`src/sv/tsf_pkg.sv`:
```
// ----------------------------------------------------------------------------
// tsf_pkg: shared types and constants for the triangle solver
// Fixed-point formats, the shape code and the CORDIC angle constants in degrees.
// ----------------------------------------------------------------------------
package tsf_pkg;

	localparam int ACC_FRAC     = 24;  // fraction bits of the CORDIC angle accumulator
	localparam int CORDIC_STEPS = 31;
	localparam int NORM_FRAC    = 30;  // extra root bits kept for angle normalization
	localparam int NORM_W       = 5;   // width of a normalization shift (0..30)
	localparam int CORDIC_W     = 34;  // signed width of the X, Y and Z datapaths

	typedef enum logic [1:0] {
		SHAPE_EQUILATERAL = 2'd0,
		SHAPE_ISOSCELES   = 2'd1,
		SHAPE_SCALENE     = 2'd2
	} shape_t;

	// Bitwise restoring divide, elaboration time only.
	function automatic logic [63:0] udiv64(input logic [63:0] num, input logic [63:0] den);
		logic [64:0] r;
		logic [63:0] q;
		int k;
		r = '0;
		q = '0;
		for (k = 63; k >= 0; k--) begin
			r = {r[63:0], num[k]};
			if (r >= {1'b0, den}) begin
				r = r - {1'b0, den};
				q[k] = 1'b1;
			end
		end
		return q;
	endfunction

	// atan(1/n) in Q2.60 radians by the alternating series
	function automatic logic signed [63:0] atan_recip(input logic [63:0] n);
		logic [63:0] nn;
		logic [63:0] p;
		logic [63:0] t;
		logic signed [63:0] s;
		int k;
		nn = n * n;
		p = udiv64(64'd1 << 60, n);
		s = '0;
		for (k = 0; k < 64; k++) begin
			if (p != 64'd0) begin
				t = udiv64(p, 64'(2 * k + 1));
				if (k[0])
					s = s - $signed(t);
				else
					s = s + $signed(t);
				p = udiv64(p, nn);
			end
		end
		return s;
	endfunction

	// atan(2^-i) in degrees, ACC_FRAC fraction bits
	function automatic logic [63:0] atan_deg(input int i);
		logic [63:0] q28;
		logic [63:0] v28;
		q28 = $unsigned(atan_recip(64'd2) + atan_recip(64'd3)) >> 28;
		v28 = $unsigned(atan_recip(64'd1 << i)) >> 28;
		if (i == 0)
			return 64'd45 << ACC_FRAC;
		return udiv64((v28 * 64'd45) << ACC_FRAC, q28);
	endfunction

endpackage

```
`src/sv/tsf_front.sv`:
```
// ----------------------------------------------------------------------------
// tsf_front: side sums, products and Heron product
// Three stages: sums and checks, squares and partial products, Heron product
// with the law-of-cosines numerators and the normalization shifts.
// ----------------------------------------------------------------------------
module tsf_front import tsf_pkg::*; #(
	parameter int SW = 12
) (
	input  logic                     clk,
	input  logic                     arst_n,
	input  logic                     in_valid,
	output logic                     in_ready,
	input  logic [SW-1:0]            in_a,
	input  logic [SW-1:0]            in_b,
	input  logic [SW-1:0]            in_c,
	output logic                     out_valid,
	input  logic                     out_ready,
	output logic [4*SW+1:0]          out_prod,
	output logic [SW+1:0]            out_per,
	output shape_t                   out_cls,
	output logic                     out_ok,
	output logic signed [2*SW+1:0]   out_x [3],
	output logic [NORM_W-1:0]        out_h [3]
);

	localparam int PW = 4 * SW + 2;
	localparam int XW = 2 * SW + 2;
	localparam int MW = 2 * SW + 1;

	// h = 30 - bitlength(m): largest shift keeping m*2^h below 2^30
	function automatic logic [NORM_W-1:0] norm_shift(input logic [MW-1:0] m);
		logic [NORM_W-1:0] bl;
		int k;
		bl = '0;
		for (k = 0; k < MW; k++) begin
			if (m[k])
				bl = NORM_W'(k + 1);
		end
		return NORM_W'(NORM_FRAC) - bl;
	endfunction

	logic v_s1, v_s2, v_s3;
	logic rdy1, rdy2, rdy3;

	logic [SW-1:0]   a_s1, b_s1, c_s1;
	logic [SW+1:0]   per_s1, per_s2, per_s3;
	logic [SW:0]     d_s1 [3];
	logic            ok_s1, ok_s2, ok_s3;
	shape_t          cls_s1, cls_s2, cls_s3;

	logic [2*SW+2:0] p1_s2;
	logic [2*SW+1:0] p2_s2;
	logic [2*SW-1:0] sq_s2 [3];
	logic [2*SW-1:0] pr_s2 [3];

	logic [PW-1:0]          prod_s3;
	logic signed [XW-1:0]   x_s3 [3];
	logic [NORM_W-1:0]      h_s3 [3];

	logic [SW:0]     sab, sac, sbc;
	logic            ok_c;
	shape_t          cls_c;
	logic [4*SW+4:0] prod_full;

	assign rdy3     = !v_s3 || out_ready;
	assign rdy2     = !v_s2 || rdy3;
	assign rdy1     = !v_s1 || rdy2;
	assign in_ready = rdy1;

	assign sab = {1'b0, in_a} + {1'b0, in_b};
	assign sac = {1'b0, in_a} + {1'b0, in_c};
	assign sbc = {1'b0, in_b} + {1'b0, in_c};

	always_comb begin
		ok_c = (in_a != '0) && (in_b != '0) && (in_c != '0) &&
			(sab > {1'b0, in_c}) && (sac > {1'b0, in_b}) && (sbc > {1'b0, in_a});
		if (in_a == in_b && in_b == in_c)
			cls_c = SHAPE_EQUILATERAL;
		else if (in_a == in_b || in_b == in_c || in_a == in_c)
			cls_c = SHAPE_ISOSCELES;
		else
			cls_c = SHAPE_SCALENE;
	end

	assign prod_full = p1_s2 * p2_s2;

	always_ff @(posedge clk or negedge arst_n) begin
		if (!arst_n) begin
			v_s1 <= 1'b0;
			v_s2 <= 1'b0;
			v_s3 <= 1'b0;
		end else begin
			if (rdy1)
				v_s1 <= in_valid;
			if (rdy2)
				v_s2 <= v_s1;
			if (rdy3)
				v_s3 <= v_s2;
		end
	end

	always_ff @(posedge clk) begin
		if (rdy1 && in_valid) begin
			a_s1    <= in_a;
			b_s1    <= in_b;
			c_s1    <= in_c;
			per_s1  <= {2'b00, in_a} + {2'b00, in_b} + {2'b00, in_c};
			d_s1[0] <= sbc - {1'b0, in_a};
			d_s1[1] <= sac - {1'b0, in_b};
			d_s1[2] <= sab - {1'b0, in_c};
			ok_s1   <= ok_c;
			cls_s1  <= cls_c;
		end
		if (rdy2 && v_s1) begin
			p1_s2    <= per_s1 * d_s1[0];
			p2_s2    <= d_s1[1] * d_s1[2];
			sq_s2[0] <= a_s1 * a_s1;
			sq_s2[1] <= b_s1 * b_s1;
			sq_s2[2] <= c_s1 * c_s1;
			pr_s2[0] <= b_s1 * c_s1;
			pr_s2[1] <= a_s1 * c_s1;
			pr_s2[2] <= a_s1 * b_s1;
			per_s2   <= per_s1;
			ok_s2    <= ok_s1;
			cls_s2   <= cls_s1;
		end
		if (rdy3 && v_s2) begin
			prod_s3 <= prod_full[PW-1:0];
			x_s3[0] <= $signed({2'b00, sq_s2[1]}) + $signed({2'b00, sq_s2[2]})
				- $signed({2'b00, sq_s2[0]});
			x_s3[1] <= $signed({2'b00, sq_s2[0]}) + $signed({2'b00, sq_s2[2]})
				- $signed({2'b00, sq_s2[1]});
			x_s3[2] <= $signed({2'b00, sq_s2[0]}) + $signed({2'b00, sq_s2[1]})
				- $signed({2'b00, sq_s2[2]});
			h_s3[0] <= norm_shift({pr_s2[0], 1'b0});
			h_s3[1] <= norm_shift({pr_s2[1], 1'b0});
			h_s3[2] <= norm_shift({pr_s2[2], 1'b0});
			per_s3  <= per_s2;
			ok_s3   <= ok_s2;
			cls_s3  <= cls_s2;
		end
	end

	assign out_valid = v_s3;
	assign out_prod  = prod_s3;
	assign out_per   = per_s3;
	assign out_cls   = cls_s3;
	assign out_ok    = ok_s3;
	assign out_x     = x_s3;
	assign out_h     = h_s3;

endmodule

```
`config.mk`:
```
export PLATFORM = sky130hd
export DESIGN_NAME = tsf_front
export DESIGN_NICKNAME = d
export VERILOG_FILES = /design/src/sv/tsf_pkg.sv /design/src/sv/tsf_front.sv
export SDC_FILE = /design/constraint.sdc
export NUM_CORES = 2
export LEC_CHECK = 0
export BUFFER_PORTS_ARGS = -buffer_cell sky130_fd_sc_hd__buf_2
export CAP_MARGIN = 30
export CORE_ASPECT_RATIO = 1.75
export CORE_MARGIN = 5
export CORE_UTILIZATION = 50
export CTS_BUF_LIST = sky130_fd_sc_hd__clkbuf_4 sky130_fd_sc_hd__clkbuf_8
export DETAILED_ROUTE_END_ITERATION = 8
export MAX_ROUTING_LAYER = met4
export PLACE_DENSITY = 0.64
export SLEW_MARGIN = 20
export SYNTH_ARGS = -nofsm -noshare
export SYNTH_HDL_FRONTEND = slang
export SYNTH_SLANG_ARGS = --single-unit
```
`constraint.sdc`:
```
create_clock -name clk -period 11.2 [get_ports clk]
set_clock_uncertainty 0.15 [all_clocks]
set_input_delay 1.12 -clock clk [delete_from_list [all_inputs] [get_ports clk]]
set_output_delay 1.12 -clock clk [all_outputs]
set_load 0.05 [all_outputs]
```
=== Yosys cells after proc, flatten, opt, wreduce, memory -nomap -nowiden ===
Memory sizes are Yosys's and may differ from the RTL's.
Index checks and enable logic that the tools add are counted.

* Register bits after elaboration: 286
* Memory bits (writable): 183
* Input bits: 40
* Output and inout port bits: 162
* Word-level logic and storage cells: 159
* Memories kept: 3

* Add/sub/neg operators: 17
* $mul: 9
* Magnitude comparators: 3
* Eq/ne operators: 3
* Multiplexer cells: 80
* Reduce and logical (&&, ||, !) cells: 20

{| class="wikitable"
|+ Memory list
! memory !! depth !! bits a word !! rd ports !! clocked after memory_dff !! wr ports !! line !! RTL
|-
| pr_s2 || 3 || 24 || 3 || 0 || 3 || tsf_front.sv:54 || <nowiki>logic [2*SW-1:0] pr_s2 [3];</nowiki>
|-
| sq_s2 || 3 || 24 || 3 || 0 || 3 || tsf_front.sv:53 || <nowiki>logic [2*SW-1:0] sq_s2 [3];</nowiki>
|-
| d_s1 || 3 || 13 || 3 || 0 || 3 || tsf_front.sv:47 || <nowiki>logic [SW:0] d_s1 [3];</nowiki>
|}

{| class="wikitable"
|+ Operators with widths
! kind !! number
|-
| $mux 5 || 72
|-
| $mul 12x12->24 || 6
|-
| $sub 25x24->26 || 3
|-
| $add 24x24->25 || 3
|-
| $add 12x12->13 || 4
|-
| $mul 27x26->50 || 1
|-
| $gt 13x12->1 || 3
|-
| $sub 13x12->13 || 3
|-
| $eq 12x12->1 || 3
|-
| $reduce_bool 12->1 || 3
|-
| $mul 14x13->27 || 1
|-
| $mul 13x13->26 || 1
|-
| $sub 5x5->5 const A || 3
|-
| $add 13x12->14 || 1
|-
| $logic_and 1x1->1 || 9
|-
| $mux 2 || 4
|-
| $logic_or 1x1->1 || 5
|-
| $mux 1 || 4
|-
| $logic_not 1->1 || 3
|}

=== Logic depth before layout (Yosys ltp) ===
An unclocked memory read counts as a cell.

* Depth in word-level cells: 27
* Mapped depth: 28
* Depth with buffers taken out: 26

=== Worst setup path after synthesis ===
Ideal clock, no wire load.

* Kind: register to register
* Start point: reg p2_s2[5]
* End point: reg prod_s3[46], in the netlist out_prod[46] (data pin)
* Setup time: 265 ps
* Data arrival time: 6835 ps
* Data required time: 10785 ps
* Setup slack: 3950 ps
* Stages on the path, launching flop included: 29
* Path buffers: 2
* Clock period less this slack: 7250 ps
* Cells stage by stage: edfxtp_1 > clkbuf_1 > clkbuf_1 > nand2_1 > fa_1 > inv_1 > fa_1 > inv_1 > fa_1 > inv_1 > fa_1 > inv_1 > fa_1 > inv_1 > fa_1 > inv_1 > fa_1 > inv_1 > ha_1 > nand4_1 > or2_2 > o31ai_1 > o31ai_2 > o311ai_1 > a21o_1 > a31oi_1 > or2_2 > o21ai_0 > xor2_1

* Longest elaborated chain between the ends: 1

{| class="wikitable"
|+ Ends and longest elaborated chain
! element !! line !! RTL
|-
| start, declared || tsf_front.sv:52 || <nowiki>logic [2*SW+1:0] p2_s2;</nowiki>
|-
| start signal, assigned || tsf_front.sv:116 || <nowiki>p2_s2 <= d_s1[1] * d_s1[2];</nowiki>
|-
| $mul 27x26->50 || tsf_front.sv:85 || <nowiki>assign prod_full = p1_s2 * p2_s2;</nowiki>
|-
| named net prod_full[46] || tsf_front.sv:63 || <nowiki>logic [4*SW+4:0] prod_full;</nowiki>
|-
| end signal, assigned || tsf_front.sv:128 || <nowiki>prod_s3 <= prod_full[PW-1:0];</nowiki>
|-
| end, declared || tsf_front.sv:56 || <nowiki>logic [PW-1:0] prod_s3;</nowiki>
|}

The timed path passes the listed nets, and every way through them passes these cells.
A chain may end at the register's enable or synchronous reset.

=== Worst setup path in the final report ===
* Start point: reg p1_s2[13]
* End point: reg prod_s3[47], in the netlist out_prod[47] (data pin)

* Longest elaborated chain between the ends: 1

{| class="wikitable"
|+ Ends and longest elaborated chain
! element !! line !! RTL
|-
| start, declared || tsf_front.sv:51 || <nowiki>logic [2*SW+2:0] p1_s2;</nowiki>
|-
| start signal, assigned || tsf_front.sv:115 || <nowiki>p1_s2 <= per_s1 * d_s1[0];</nowiki>
|-
| $mul 27x26->50 || tsf_front.sv:85 ||
|-
| named net prod_full[47] || tsf_front.sv:63 ||
|}

The timed path passes the listed nets, and every way through them passes these cells.

==> impl_metrics.tcl <==
set metrics [dict create \
    status "finished, final reports clean" \
    path_class "flop to flop" \
    drtAntennaViolNets 0 \
    synth-seq-cells 462 \
    grt_usage_pct 26.9 \
    finalSetupViolations 0 \
    synth-seq-area-share_pct 17.0 \
    yosys-top-cells-area "fa_1 (36%), edfxtp_1 (17%), ha_1 (13%)" \
    drt_iter0_drc 2578 \
    max_freq_mhz 115 \
    io_pins 202 \
    gp_congestion 0.935 \
    clock-sinks 462 \
    crit_slowest_cell "edfxtp_1" \
    r2r-end "out_prod[47]$_DFFE_PP_" \
    tns_ns 0 \
    clock_path_buffers 3 \
    pre_cts_ws_ns 2.53 \
    synth_commonest_cells "inv_1 (1858), fa_1 (1469), nand2_1 (1045)" \
    worst_ep_required_time_ns 11.55 \
    ys.flop_type "edfxtp_1" \
    cp-start-kind "flop" \
    clkTransAtPathRegs_ns 0.07 \
    drive_above_1_share_pct 5.60 \
    slowest_delay_ns 0.98 \
    worst_slack_ns 2.51 \
    core_um2 162000 \
    nNetsFinal 10800 \
    worst_hold_slack_ns 0.272 \
    maxCapViolations 0 \
    layout_min_cycle_time_ns 8.69 \
    holdPathEnd "cls_s2[1]$_DFFE_PP_" \
    drc_errors 0 \
    grt_overflow 0 \
    grt_pass1_vias 65300 \
    avgSynthCellArea_um2 9.68 \
    worstHoldPathType "flop to flop" \
    antenna_found_initial 23 \
    worstHoldPathCells 0 \
    holdBufCountCts 1 \
    r2r_start "p1_s2[13]$_DFFE_PP_" \
    syn_inst 8412 \
    reg2reg_slack_ns 2.51 \
    ys_types 81 \
    r2r_cells 26 \
    min_from "cls_s1[1]$_SDFFCE_PP0P_" \
    synth_edf_count 459 \
    tightest_slew_ns 0.969 \
    synth_area_um2 81400 \
    num_rows 196 \
    clk_latency_ns 0.83 \
    finalHoldViolations 0 \
    postCtsResizedCells 0 \
    arrival_ns 9.04 \
    synth_top_area_cell "fa_1" \
    first_pass_iters 6 \
    fp.dieH_um 544 \
    root_buffer "clkbuf_8" \
    postCtsSetupRepairBufs 0 \
    io_buffers 201 \
    numCtsBuffers 83 \
    area_delta_synth_final_pct 6.50 \
    finalMaxSlewViolations 0 \
    timing.final.crit_share_pct 77.6 \
    grt_max_degree 80 \
    cp-startpoint "p1_s2[13]$_DFFE_PP_" \
    detail_route.wl_per_cell_um 20.2 \
    initial_utilization_pct 50.1 \
    synth_most_common_cell "inv_1" \
    fin_cells 10800 \
    grt_pass1_wl_mm 346 \
    worstPathMaxFanout 26 \
    yosysWarnings 0 \
    dp_cells 10600 \
    cts_tree "yes" \
    num_vias 57800 \
    crit_path_end_kind "flop" \
    dp.final_hpwl_mm 175 \
    rsz0062_at_grt "no" \
    cts-htree-levels 3 \
    async_reset_ff_share_pct 0.649 \
    slew_headroom_pct 35.4 \
    synth_top_cell_area_share_pct 36.1 \
    die_x_um 315 \
    routed_wl_mm 217 \
    dieArea_um2 171000 \
    routed_via_density 5.37 \
]
## per-stage QoR
stage / utilization (%) / instance area [µm²]
4_1_cts: 53.3 / 86600
3_3_place_gp: 52.2 / 84700
5_1_grt: 53.4 / 86700
2_1_floorplan: - / 81400
6_report: 53.4 / 86700
3_5_place_dp: 52.2 / 84700
## cell type report
class / instances / area, µm²
Sequential cell: 462 / 13900
Antenna cell: 26 / 65.1
Fill cell: 15000 / 75600
Inverter: 1863 / 6990
Tap cell: 2178 / 2730
Timing Repair Buffer: 297 / 1790
Clock inverter: 56 / 608
Clock buffer: 96 / 1250
Multi-Input combinational cell: 5785 / 59400
## cell families after synthesis
group	count (synthesis)	share of synthesized area [%]
xor gates and xnor gates	345	3.71
other	1	0.00461
and+or+nand+nor	2375	14.2
DFF	462	17.0
adders and majority gates	2301	48.9
buffers and inverters	2166	10.0
AOI/OAI and AO/OA	758	6.09
muxes	4	0.0538
## layout by cell type (no fill, tap or decap), drive strengths merged, types with 127 or more instances in the layout
master | Yosys | routed
a21oi | 243 | 243
and2 | 746 | 746
buf | 3 | 296
edfxtp | 459 | 459
fa | 1469 | 1469
ha | 832 | 832
inv | 1859 | 1864
nand2 | 1045 | 1045
nor2 | 224 | 224
o21ai | 127 | 127
xnor2 | 254 | 254
## layer usage
layer / track usage (%) / vias to the layer above / routed length, µm
li1: - / 26000 / -
met1: 24.6 / 29400 / 67900
met2: 51.2 / 1595 / 121000
met3: 3.44 / 760 / 9750
met4: 18.1 / 0 / 18200
met5: - / - / 0
## worst max-delay path by stage
| stage | end | slack (ns) | depth (start not counted) |
|---|---|---|---|
| 2_1_floorplan | out_prod[46]$_DFFE_PP_ | 3.95 | 28 |
| 3_3_place_gp | out_prod[47]$_DFFE_PP_ | 2.57 | 26 |
| 5_1_grt | out_prod[47]$_DFFE_PP_ | 2.30 | 26 |
| 4_1_cts | out_prod[47]$_DFFE_PP_ | 2.49 | 25 |
| 3_5_place_dp | out_prod[47]$_DFFE_PP_ | 2.53 | 25 |
| 6_report | out_prod[47]$_DFFE_PP_ | 2.51 | 26 |
## flip-flops by register name, indices dropped and copies added (netlist names), 2 cells and up
register and count:
a_s1 12, cls_s1 2, out_x 77, d_s1 37, cls_s2 2, c_s1 12, out_cls 2, out_prod 50
per_s2 14, sq_s2 69, b_s1 12, pr_s2 72, out_per 14, p1_s2 27, per_s1 14, p2_s2 25
out_h 15
## critical path, delay by kind of cell, from the launching register on
| family | cells | cell delay, ns |
|---|---|---|
| xor gates and xnor gates | 1 | 0.10 |
| and+or+nand+nor | 1 | 0.19 |
| adders and majority gates | 8 | 3.98 |
| DFF | 1 | 0.98 |
| AOI/OAI and AO/OA | 9 | 2.63 |
| buffers and inverters | 7 | 0.39 |
Power is left out: the tool's default activity adds up to more than one toggle a clock period on the data nets, which glitch-free logic cannot reach.
